==> config.mk <==
export PLATFORM = sky130hd
export DESIGN_NAME = telnet_option_responder_core
export DESIGN_NICKNAME = d
export VERILOG_FILES = /design/src/rtl/tor_pkg.sv /design/src/rtl/telnet_option_responder_core.sv /design/src/rtl/tor_fifo.sv /design/src/rtl/tor_parse.sv /design/src/rtl/tor_emit.sv
export SDC_FILE = /design/constraint.sdc
export NUM_CORES = 1
export LEC_CHECK = 0
export BUFFER_PORTS_ARGS = -buffer_cell sky130_fd_sc_hd__buf_4
export CORE_MARGIN = 4
export CORE_UTILIZATION = 55
export CTS_CLUSTER_SIZE = 40
export DETAILED_ROUTE_END_ITERATION = 10
export HOLD_SLACK_MARGIN = 0.03
export PLACE_DENSITY = 0.73
export SLEW_MARGIN = 20
export SYNTH_ARGS = -nofsm -noshare
export SYNTH_HDL_FRONTEND = slang
export SYNTH_HIERARCHICAL = 1
export SYNTH_SLANG_ARGS = --single-unit
==> constraint.sdc <==
create_clock -name clk -period 8.15 [get_ports clk]
set_input_delay 0.4075 -clock clk [delete_from_list [all_inputs] [get_ports clk]]
set_output_delay 0.4075 -clock clk [all_outputs]
set_load 0.005 [all_outputs]
==> src/rtl/tor_pkg.sv <==
`default_nettype none

package tor_pkg;

  // Telnet protocol bytes.
  localparam logic [7:0] B_IAC  = 8'hFF;
  localparam logic [7:0] B_DO   = 8'd253;
  localparam logic [7:0] B_WONT = 8'd252;
  localparam logic [7:0] B_WILL = 8'd251;
  localparam logic [7:0] B_SB   = 8'd250;
  localparam logic [7:0] B_SE   = 8'd240;
  localparam logic [7:0] B_IS   = 8'd0;

  localparam logic [7:0] OPT_ECHO  = 8'd1;
  localparam logic [7:0] OPT_SGA   = 8'd3;
  localparam logic [7:0] OPT_TTYPE = 8'd24;
  localparam logic [7:0] OPT_NAWS  = 8'd31;

  // Terminal name sent in the terminal type reply.
  localparam int NAME_MAX_LEN = 14;
  localparam int TTYPE_LEN    = 14;
  localparam int NAME_LEN     = (TTYPE_LEN > NAME_MAX_LEN) ? NAME_MAX_LEN : TTYPE_LEN;
  localparam int NAME_IDX_W   = $clog2(NAME_MAX_LEN);
  localparam logic [7:0] TERM_NAME [NAME_MAX_LEN] = '{
    8'h78, 8'h74, 8'h65, 8'h72, 8'h6D, 8'h2D, 8'h32,
    8'h35, 8'h36, 8'h63, 8'h6F, 8'h6C, 8'h6F, 8'h72
  };

  // Reply lengths in bytes.
  localparam int SHORT_REPLY_LEN = 3;
  localparam int NAWS_REPLY_LEN  = 12;
  localparam int TTYPE_REPLY_LEN = NAME_LEN + 6;
  localparam int REPLY_MAX_LEN   = (TTYPE_REPLY_LEN > NAWS_REPLY_LEN) ?
                                   TTYPE_REPLY_LEN : NAWS_REPLY_LEN;
  localparam int IDX_W           = $clog2(REPLY_MAX_LEN);

  // Reply kinds handed from the parser to the emitter.
  localparam logic [2:0] K_NONE   = 3'd0;
  localparam logic [2:0] K_WILL   = 3'd1;
  localparam logic [2:0] K_WONT   = 3'd2;
  localparam logic [2:0] K_DOECHO = 3'd3;
  localparam logic [2:0] K_NAWS   = 3'd4;
  localparam logic [2:0] K_TTYPE  = 3'd5;

  // Reply queue.
  localparam int QUEUE_DEPTH = 4;
  localparam int QPTR_W      = $clog2(QUEUE_DEPTH);

  localparam logic [15:0] COLS_RESET = 16'd80;
  localparam logic [15:0] ROWS_RESET = 16'd24;

  localparam logic CFG_COLS = 1'b0;
  localparam logic CFG_ROWS = 1'b1;

  typedef struct packed {
    logic [2:0] kind;
    logic [7:0] opt;
    logic       naws;
    logic       sga;
    logic       ttype;
  } cmd_t;

endpackage

`default_nettype wire

==> src/rtl/telnet_option_responder_core.sv <==
`default_nettype none

// Telnet option responder. Received bytes arrive on the in channel and are
// taken at one beat per cycle whenever the reply queue has room. The front
// parser tracks the IAC, command, option triple and subnegotiation framing;
// each byte that calls for a reply pushes one short reply descriptor into a
// four-entry queue, and data bytes leave nothing behind. The back emitter
// expands each descriptor into its reply burst, one byte per cycle through a
// registered output, with last set on the final byte of each burst: three
// bytes for WILL, WONT or DO ECHO, twelve for the window size reply and six
// plus the name length (twenty by default) for the terminal type reply. A
// reply byte passes through its queue entry and the registered output. Input
// stalls only when four replies are pending, so a sustained rate of one byte
// per cycle holds until the emitter, which sets the rate while bursts are
// pending at one output beat per cycle while out_ready is high, falls behind.
// The naws_on, sga_on and ttype_done flags on each reply byte show the agreed
// options after the input byte that caused that reply. The window size comes
// from term_cols (index 0) and term_rows (index 1), which reset to 80 and 24
// and should be written only while no reply is pending.
module telnet_option_responder_core (
  input  wire logic        clk,
  input  wire logic        rst,
  input  wire logic        in_valid,
  output logic             in_ready,
  input  wire logic  [7:0] in_byte,
  output logic             out_valid,
  input  wire logic        out_ready,
  output logic       [7:0] out_byte,
  output logic             last,
  output logic             naws_on,
  output logic             sga_on,
  output logic             ttype_done,
  input  wire logic        cfg_we,
  input  wire logic        cfg_index,
  input  wire logic [15:0] cfg_data
);

  // Window size registers, read by the emitter while it builds the reply.
  logic [15:0] term_cols;
  logic [15:0] term_rows;

  always_ff @(posedge clk) begin
    if (rst) begin
      term_cols <= tor_pkg::COLS_RESET;
      term_rows <= tor_pkg::ROWS_RESET;
    end else if (cfg_we) begin
      unique case (cfg_index)
        tor_pkg::CFG_COLS: term_cols <= cfg_data;
        tor_pkg::CFG_ROWS: term_rows <= cfg_data;
      endcase
    end
  end

  // Descriptor path between the parser and the emitter.
  logic          q_push;
  logic          q_pop;
  logic          q_full;
  logic          q_nonempty;
  tor_pkg::cmd_t q_in;
  tor_pkg::cmd_t q_head;

  tor_parse u_parse (
    .clk      (clk),
    .rst      (rst),
    .in_valid (in_valid),
    .in_byte  (in_byte),
    .q_full   (q_full),
    .in_ready (in_ready),
    .push     (q_push),
    .push_cmd (q_in)
  );

  tor_fifo u_fifo (
    .clk      (clk),
    .rst      (rst),
    .push     (q_push),
    .push_cmd (q_in),
    .pop      (q_pop),
    .full     (q_full),
    .nonempty (q_nonempty),
    .head     (q_head)
  );

  tor_emit u_emit (
    .clk        (clk),
    .rst        (rst),
    .q_nonempty (q_nonempty),
    .q_head     (q_head),
    .cols       (term_cols),
    .rows       (term_rows),
    .pop        (q_pop),
    .out_valid  (out_valid),
    .out_ready  (out_ready),
    .out_byte   (out_byte),
    .last       (last),
    .naws_on    (naws_on),
    .sga_on     (sga_on),
    .ttype_done (ttype_done)
  );

endmodule

`default_nettype wire

==> src/rtl/tor_fifo.sv <==
`default_nettype none

module tor_fifo (
  input  wire logic          clk,
  input  wire logic          rst,
  input  wire logic          push,
  input  wire tor_pkg::cmd_t push_cmd,
  input  wire logic          pop,
  output logic               full,
  output logic               nonempty,
  output tor_pkg::cmd_t      head
);

  tor_pkg::cmd_t mem [tor_pkg::QUEUE_DEPTH];
  logic [tor_pkg::QPTR_W-1:0] wr_ptr;
  logic [tor_pkg::QPTR_W-1:0] rd_ptr;
  logic [tor_pkg::QPTR_W:0]   count;

  assign full     = (count == (tor_pkg::QPTR_W+1)'(tor_pkg::QUEUE_DEPTH));
  assign nonempty = (count != '0);
  assign head     = mem[rd_ptr];

  always_ff @(posedge clk) begin
    if (push) begin
      mem[wr_ptr] <= push_cmd;
    end
  end

  always_ff @(posedge clk) begin
    if (rst) begin
      wr_ptr <= '0;
      rd_ptr <= '0;
      count  <= '0;
    end else begin
      if (push) begin
        wr_ptr <= wr_ptr + 1'b1;
      end
      if (pop) begin
        rd_ptr <= rd_ptr + 1'b1;
      end
      if (push && !pop) begin
        count <= count + 1'b1;
      end else if (pop && !push) begin
        count <= count - 1'b1;
      end
    end
  end

endmodule

`default_nettype wire

==> src/rtl/tor_parse.sv <==
`default_nettype none

module tor_parse (
  input  wire logic     clk,
  input  wire logic     rst,
  input  wire logic     in_valid,
  input  wire logic     [7:0] in_byte,
  input  wire logic     q_full,
  output logic          in_ready,
  output logic          push,
  output tor_pkg::cmd_t push_cmd
);

  localparam logic [2:0] PH_DATA   = 3'd0;
  localparam logic [2:0] PH_CMD    = 3'd1;
  localparam logic [2:0] PH_OPT    = 3'd2;
  localparam logic [2:0] PH_SUB    = 3'd3;
  localparam logic [2:0] PH_SUBIAC = 3'd4;

  logic [2:0] phase, phase_next;
  logic [7:0] held_cmd, held_cmd_next;
  logic [7:0] sub_opt, sub_opt_next;
  logic       naws, naws_next;
  logic       sga, sga_next;
  logic       ttype, ttype_next;
  logic [2:0] kind;
  logic       accept;

  assign in_ready = !q_full;
  assign accept   = in_valid && in_ready;

  always_comb begin
    phase_next    = phase;
    held_cmd_next = held_cmd;
    sub_opt_next  = sub_opt;
    naws_next     = naws;
    sga_next      = sga;
    ttype_next    = ttype;
    kind          = tor_pkg::K_NONE;
    unique case (phase)
      PH_CMD: begin
        held_cmd_next = in_byte;
        phase_next    = PH_OPT;
      end
      PH_OPT: begin
        phase_next = PH_DATA;
        if (held_cmd == tor_pkg::B_DO) begin
          if (in_byte == tor_pkg::OPT_NAWS) begin
            kind      = tor_pkg::K_NAWS;
            naws_next = 1'b1;
          end else if (in_byte == tor_pkg::OPT_SGA) begin
            kind     = tor_pkg::K_WILL;
            sga_next = 1'b1;
          end else if (in_byte == tor_pkg::OPT_TTYPE) begin
            kind = tor_pkg::K_WILL;
          end else begin
            kind = tor_pkg::K_WONT;
          end
        end else if (held_cmd == tor_pkg::B_WILL) begin
          if (in_byte == tor_pkg::OPT_ECHO) begin
            kind = tor_pkg::K_DOECHO;
          end
        end else if (held_cmd == tor_pkg::B_SB) begin
          sub_opt_next = in_byte;
          phase_next   = PH_SUB;
        end
      end
      PH_SUB: begin
        if (in_byte == tor_pkg::B_IAC) begin
          phase_next = PH_SUBIAC;
        end
      end
      PH_SUBIAC: begin
        if (in_byte == tor_pkg::B_SE) begin
          phase_next = PH_DATA;
          if (sub_opt == tor_pkg::OPT_TTYPE) begin
            kind       = tor_pkg::K_TTYPE;
            ttype_next = 1'b1;
          end
        end else if (in_byte != tor_pkg::B_IAC) begin
          phase_next = PH_SUB;
        end
      end
      default: begin
        phase_next = (in_byte == tor_pkg::B_IAC) ? PH_CMD : PH_DATA;
      end
    endcase
  end

  assign push           = accept && (kind != tor_pkg::K_NONE);
  assign push_cmd.kind  = kind;
  assign push_cmd.opt   = in_byte;
  assign push_cmd.naws  = naws_next;
  assign push_cmd.sga   = sga_next;
  assign push_cmd.ttype = ttype_next;

  always_ff @(posedge clk) begin
    if (rst) begin
      phase    <= PH_DATA;
      held_cmd <= '0;
      sub_opt  <= '0;
      naws     <= 1'b0;
      sga      <= 1'b0;
      ttype    <= 1'b0;
    end else if (accept) begin
      phase    <= phase_next;
      held_cmd <= held_cmd_next;
      sub_opt  <= sub_opt_next;
      naws     <= naws_next;
      sga      <= sga_next;
      ttype    <= ttype_next;
    end
  end

endmodule

`default_nettype wire

==> src/rtl/tor_emit.sv <==
`default_nettype none

module tor_emit (
  input  wire logic          clk,
  input  wire logic          rst,
  input  wire logic          q_nonempty,
  input  wire tor_pkg::cmd_t q_head,
  input  wire logic   [15:0] cols,
  input  wire logic   [15:0] rows,
  output logic               pop,
  output logic               out_valid,
  input  wire logic          out_ready,
  output logic         [7:0] out_byte,
  output logic               last,
  output logic               naws_on,
  output logic               sga_on,
  output logic               ttype_done
);

  logic [tor_pkg::IDX_W-1:0]      idx;
  logic [tor_pkg::IDX_W-1:0]      name_off;
  logic [tor_pkg::NAME_IDX_W-1:0] name_idx;
  logic [7:0]                     cur_byte;
  logic                           cur_last;
  logic                           load;

  assign load     = q_nonempty && (!out_valid || out_ready);
  assign pop      = load && cur_last;
  assign name_off = idx - tor_pkg::IDX_W'(4);
  assign name_idx = name_off[tor_pkg::NAME_IDX_W-1:0];

  always_comb begin
    cur_byte = tor_pkg::B_IAC;
    cur_last = 1'b0;
    unique case (q_head.kind)
      tor_pkg::K_NAWS: begin
        cur_last = (idx == tor_pkg::IDX_W'(tor_pkg::NAWS_REPLY_LEN - 1));
        unique case (idx)
          tor_pkg::IDX_W'(1):  cur_byte = tor_pkg::B_WILL;
          tor_pkg::IDX_W'(2):  cur_byte = tor_pkg::OPT_NAWS;
          tor_pkg::IDX_W'(4):  cur_byte = tor_pkg::B_SB;
          tor_pkg::IDX_W'(5):  cur_byte = tor_pkg::OPT_NAWS;
          tor_pkg::IDX_W'(6):  cur_byte = cols[15:8];
          tor_pkg::IDX_W'(7):  cur_byte = cols[7:0];
          tor_pkg::IDX_W'(8):  cur_byte = rows[15:8];
          tor_pkg::IDX_W'(9):  cur_byte = rows[7:0];
          tor_pkg::IDX_W'(11): cur_byte = tor_pkg::B_SE;
          default:             cur_byte = tor_pkg::B_IAC;
        endcase
      end
      tor_pkg::K_TTYPE: begin
        cur_last = (idx == tor_pkg::IDX_W'(tor_pkg::TTYPE_REPLY_LEN - 1));
        if (idx == tor_pkg::IDX_W'(1)) begin
          cur_byte = tor_pkg::B_SB;
        end else if (idx == tor_pkg::IDX_W'(2)) begin
          cur_byte = tor_pkg::OPT_TTYPE;
        end else if (idx == tor_pkg::IDX_W'(3)) begin
          cur_byte = tor_pkg::B_IS;
        end else if (idx >= tor_pkg::IDX_W'(4) &&
                     idx < tor_pkg::IDX_W'(4 + tor_pkg::NAME_LEN)) begin
          cur_byte = tor_pkg::TERM_NAME[name_idx];
        end else if (idx == tor_pkg::IDX_W'(tor_pkg::TTYPE_REPLY_LEN - 1)) begin
          cur_byte = tor_pkg::B_SE;
        end else begin
          cur_byte = tor_pkg::B_IAC;
        end
      end
      default: begin
        cur_last = (idx == tor_pkg::IDX_W'(tor_pkg::SHORT_REPLY_LEN - 1));
        if (idx == tor_pkg::IDX_W'(1)) begin
          if (q_head.kind == tor_pkg::K_WILL) begin
            cur_byte = tor_pkg::B_WILL;
          end else if (q_head.kind == tor_pkg::K_WONT) begin
            cur_byte = tor_pkg::B_WONT;
          end else begin
            cur_byte = tor_pkg::B_DO;
          end
        end else if (idx == tor_pkg::IDX_W'(2)) begin
          cur_byte = q_head.opt;
        end else begin
          cur_byte = tor_pkg::B_IAC;
        end
      end
    endcase
  end

  always_ff @(posedge clk) begin
    if (rst) begin
      idx       <= '0;
      out_valid <= 1'b0;
    end else begin
      if (load) begin
        idx       <= cur_last ? '0 : idx + 1'b1;
        out_valid <= 1'b1;
      end else if (out_ready) begin
        out_valid <= 1'b0;
      end
    end
  end

  always_ff @(posedge clk) begin
    if (load) begin
      out_byte   <= cur_byte;
      last       <= cur_last;
      naws_on    <= q_head.naws;
      sga_on     <= q_head.sga;
      ttype_done <= q_head.ttype;
    end
  end

endmodule

`default_nettype wire

==> results.sh <==
export IMPL_outcome="completed"
export IMPL_max_stage_delay_ps=900
export IMPL_drt_iter0_markers=375
export IMPL_synth_avg_cell_area_um2=11.25
export IMPL_comb_power_share=0.036
export IMPL_first_pass_iters=6
export IMPL_vias_per_cell=6.092
export IMPL_ys_types=73
export IMPL_track_usage=0.2117
export IMPL_synth_edf_count=68
export IMPL_cts_hold_fix_buffers=0
export IMPL_p_sw_frac=0.2070
export IMPL_netlist_area_mm2=0.006773
export IMPL_place_area_mm2=0.006978
export IMPL_ant_nets=0
export IMPL_clockRootBuffer="clkbuf_16"
export IMPL_worstPathArrival_ps=4310
export IMPL_grt_pass1_wl_mm=23.67
export IMPL_synth_top_family_by_area="simple AND/OR/NAND/NOR gates"
export IMPL_path_class="flop to flop"
export IMPL_min_delay_path_depth=3
export IMPL_synth_compound_area_frac=0.1042
export IMPL_gp_congestion=0.9408
export IMPL_post_cts_buffers=0
export IMPL_r2r_cells=12
export IMPL_clkPwrFrac=0.491
export IMPL_die_x_um=119.0
export IMPL_slowest_stage="dfxtp_1"
export IMPL_synthMuxAreaShare=0.1158
export IMPL_synth_xor_area_frac=0.01035
export IMPL_final_hold_viol_count=0
export IMPL_setup_worst_path_start_class="flop"
export IMPL_rr_endpoint="u_fifo/count[2]"
export IMPL_fp_coreArea_mm2=0.01201
export IMPL_ys_flop_type="dfxtp_1"
export IMPL_route_detailed_drc=0
export IMPL_grt_busiest_layer="met2"
export IMPL_hp_start="cfg_data[4]"
export IMPL_die_area_mm2=0.01415
export IMPL_pin_count=44
export IMPL_seq_area_frac_synth=0.5054
export IMPL_reg2reg_setup_slack_ps=4180
export IMPL_worstMarginPinSlew_ps=971.3
export IMPL_final_nets=667
export IMPL_min_path_type="input pin to flop"
export IMPL_required_ps=8490
export IMPL_grt_max_degree=81
export IMPL_cts_sinks=137
export IMPL_utilization=0.6305
export IMPL_p_per_area_mw_per_mm2=205.2
export IMPL_postCtsResizedCells=0
export IMPL_critPathMostFrequentCell="inv_1"
export IMPL_syn2layout_area_growth_pct=11.82
export IMPL_max_freq_mhz=252.1
export IMPL_post_route_period_util=0.4868
export IMPL_hold_end="term_rows[4]"
export IMPL_skew_ps=9.794
export IMPL_nFillCells=947
export IMPL_cts_tree="done"
export IMPL_setup_viol=0
export IMPL_die_y_um=119.0
export IMPL_rsz0062_at_grt="no"
export IMPL_finalCriticalPeriod_ps=3967
export IMPL_relSlewSlack=0.3525
export IMPL_ir_drop_mv=0.1379
export IMPL_row_count=40
export IMPL_gr_total_overflow=0
export IMPL_switchingPower_uw=321.8
export IMPL_p_total_uw=1554
export IMPL_use_met3=0.05603
export IMPL_clockBufferDepth=2
export IMPL_ys_seq_elements=137
export IMPL_netlist_instances=602
export IMPL_n_antenna_cell=0
export IMPL_clk_latency_ps=420
export IMPL_cts_max_level=4
export IMPL_drt_total_wl_mm=14.34
export IMPL_wl_per_cell_um=18.39
export IMPL_drive_gt1_frac=0.1548
export IMPL_antenna_found_initial=0
export IMPL_numCtsBuffers=17
export IMPL_syn_num_nets=649
export IMPL_synthSimpleGateAreaFrac=0.1777
export IMPL_portBuffers=43
export IMPL_seqPwrFrac=0.473
export IMPL_crit_path_max_fanout=14
export IMPL_final_area_mm2=0.007574
export IMPL_grt_pass1_vias=4810
export IMPL_grt_util_met2=0.3698
export IMPL_async_reset_ff_frac=0
export IMPL_detailed_place_hpwl_mm=9.677
export IMPL_cap_violations=0
export IMPL_tns_ps=0
export IMPL_clk_pin_slew_ps=60
export IMPL_via_count=4752
export IMPL_grt_use_met1=0.2439
export IMPL_p_int_uw=1232
export IMPL_end_kind="flop"
export IMPL_start_util=0.5639
export IMPL_yosys_warnings=6
export IMPL_synthAdderAreaFrac=0.03251
export IMPL_path_cells="mux4_2 -> nor2b_1 -> nor2_1 -> a31o_2 -> and2_1 -> inv_1 -> ha_1 -> inv_1 -> fa_1 -> xor2_1 -> or3_1 -> a21oi_1"
export IMPL_slew_viol_final=0
export IMPL_p_leak_uw=0.002620
cell usage in the layout, fill, tap and decap left out, types with 3 or more instances in the layout:
cell type,netlist,routed
dfxtp_1,69,69
edfxtp_1,68,68
nand2b_1,50,50
buf_4,13,44
mux2i_1,42,42
nor2_1,40,40
nand2_1,38,38
a21oi_1,26,26
o21ai_0,25,25
nand3_1,19,19
clkbuf_16,0,17
ha_1,16,16
inv_1,15,15
a22oi_1,12,12
mux4_2,11,11
nor3_1,10,10
and2_1,8,8
nand4_1,7,7
or3_1,6,6
clkinv_4,0,4
o22ai_1,4,4
o31ai_1,4,4
a31oi_1,4,4
nand4b_1,4,4
xor2_1,4,4
xnor2_1,4,4
mux4_1,4,4
o21ai_1,3,3
clkbuf_8,0,3
clkbuf_1,12,3
nor2b_1,3,3
and3b_1,3,3
a21o_1,3,3
or4_1,3,3
nor4_1,3,3
cell type report:
cell class / count / area [um^2] / area share
Clock inverter: 9 / 117.6 / 0.01553
Timing Repair Buffer: 44 / 330.3 / 0.04361
Clock buffer: 23 / 478.0 / 0.06311
Sequential cell: 137 / 3423 / 0.4520
Inverter: 15 / 56.30 / 0.007434
Tap cell: 147 / 183.9 / 0.02429
Multi-Input combinational cell: 405 / 2984 / 0.3940
critical path, delay by kind of cell (launching register included):
kind	cells	cell delay [ps]
flip-flops	1	900
XOR/XNOR	1	160
AND/OR/NAND/NOR	4	1070
AO/OA/AOI/OAI	2	410
multiplexers	1	660
buffers and inverters	2	130
adder cells (fa/ha/maj)	2	560
power groups by stage:
stage	logic, uW	registers [uW]	clock network (uW)
final	56.4	734	763
after global routing	61.7	735	814
after CTS	56.7	734	778
after detailed placement	56.5	749	0
after global placement	54.8	748	0
after floorplan	39.9	747	0
state kept, by name (all words and copies together), names as in the netlist, 2 cells and up, named ones only:
register	cells
u_emit/idx	5
u_emit/out_byte	8
u_fifo/count	3
u_parse/held_cmd	8
u_fifo/wr_ptr	2
u_parse/sub_opt	8
u_parse/phase	3
u_fifo/mem	56
term_cols	16
u_fifo/rd_ptr	2
term_rows	16
worst max path at each step:
stage	cells after the start	to
after floorplan	10	u_fifo/count[2]
after global placement	12	u_fifo/count[2]
after detailed placement	12	u_fifo/count[2]
after CTS	12	u_fifo/count[2]
after global routing	12	u_fifo/count[2]
final	12	u_fifo/count[2]
logic make-up (layout without fill, tap and decap cells):
| group | count (synthesis) | count (layout) |
|---|---|---|
| XOR/XNOR | 8 | 8 |
| buffers and inverters | 60 | 91 |
| AO/OA/AOI/OAI | 108 | 108 |
| multiplexers | 58 | 58 |
| AND/OR/NAND/NOR | 214 | 214 |
| adder cells (fa/ha/maj) | 17 | 17 |
| flip-flops | 137 | 137 |
cell usage after synthesis (all sizes together) (7+ instances only):
library cell | number | share of area
a21oi | 26 | 0.019
a22oi | 13 | 0.015
and2 | 8 | 0.0074
buf | 33 | 0.039
clkbuf | 12 | 0.0067
dfxtp | 69 | 0.20
edfxtp | 68 | 0.30
ha | 16 | 0.030
inv | 15 | 0.0083
mux2i | 42 | 0.062
mux4 | 15 | 0.052
nand2 | 38 | 0.021
nand2b | 50 | 0.046
nand3 | 19 | 0.014
nand4 | 7 | 0.0065
nor2 | 40 | 0.022
nor3 | 10 | 0.0074
o21ai | 28 | 0.021
through the flow:
step	hold slack [ps]	worst slack, ps	std cells
global placement	444.4	4308	748
floorplan	428.0	4967	602
CTS	245.1	4120	780
finish	261.2	4183	780
global route	254.2	3827	780
detailed placement	448.5	4141	748
routing by layer:
layer,up-vias,share of wire,wire (um)
met5,-,0,0
met4,0,0.030,429
met3,44,0.046,658
met2,151,0.51,7354
met1,2304,0.41,5900
li1,2253,-,-
(Power assumes the default switching activity.)
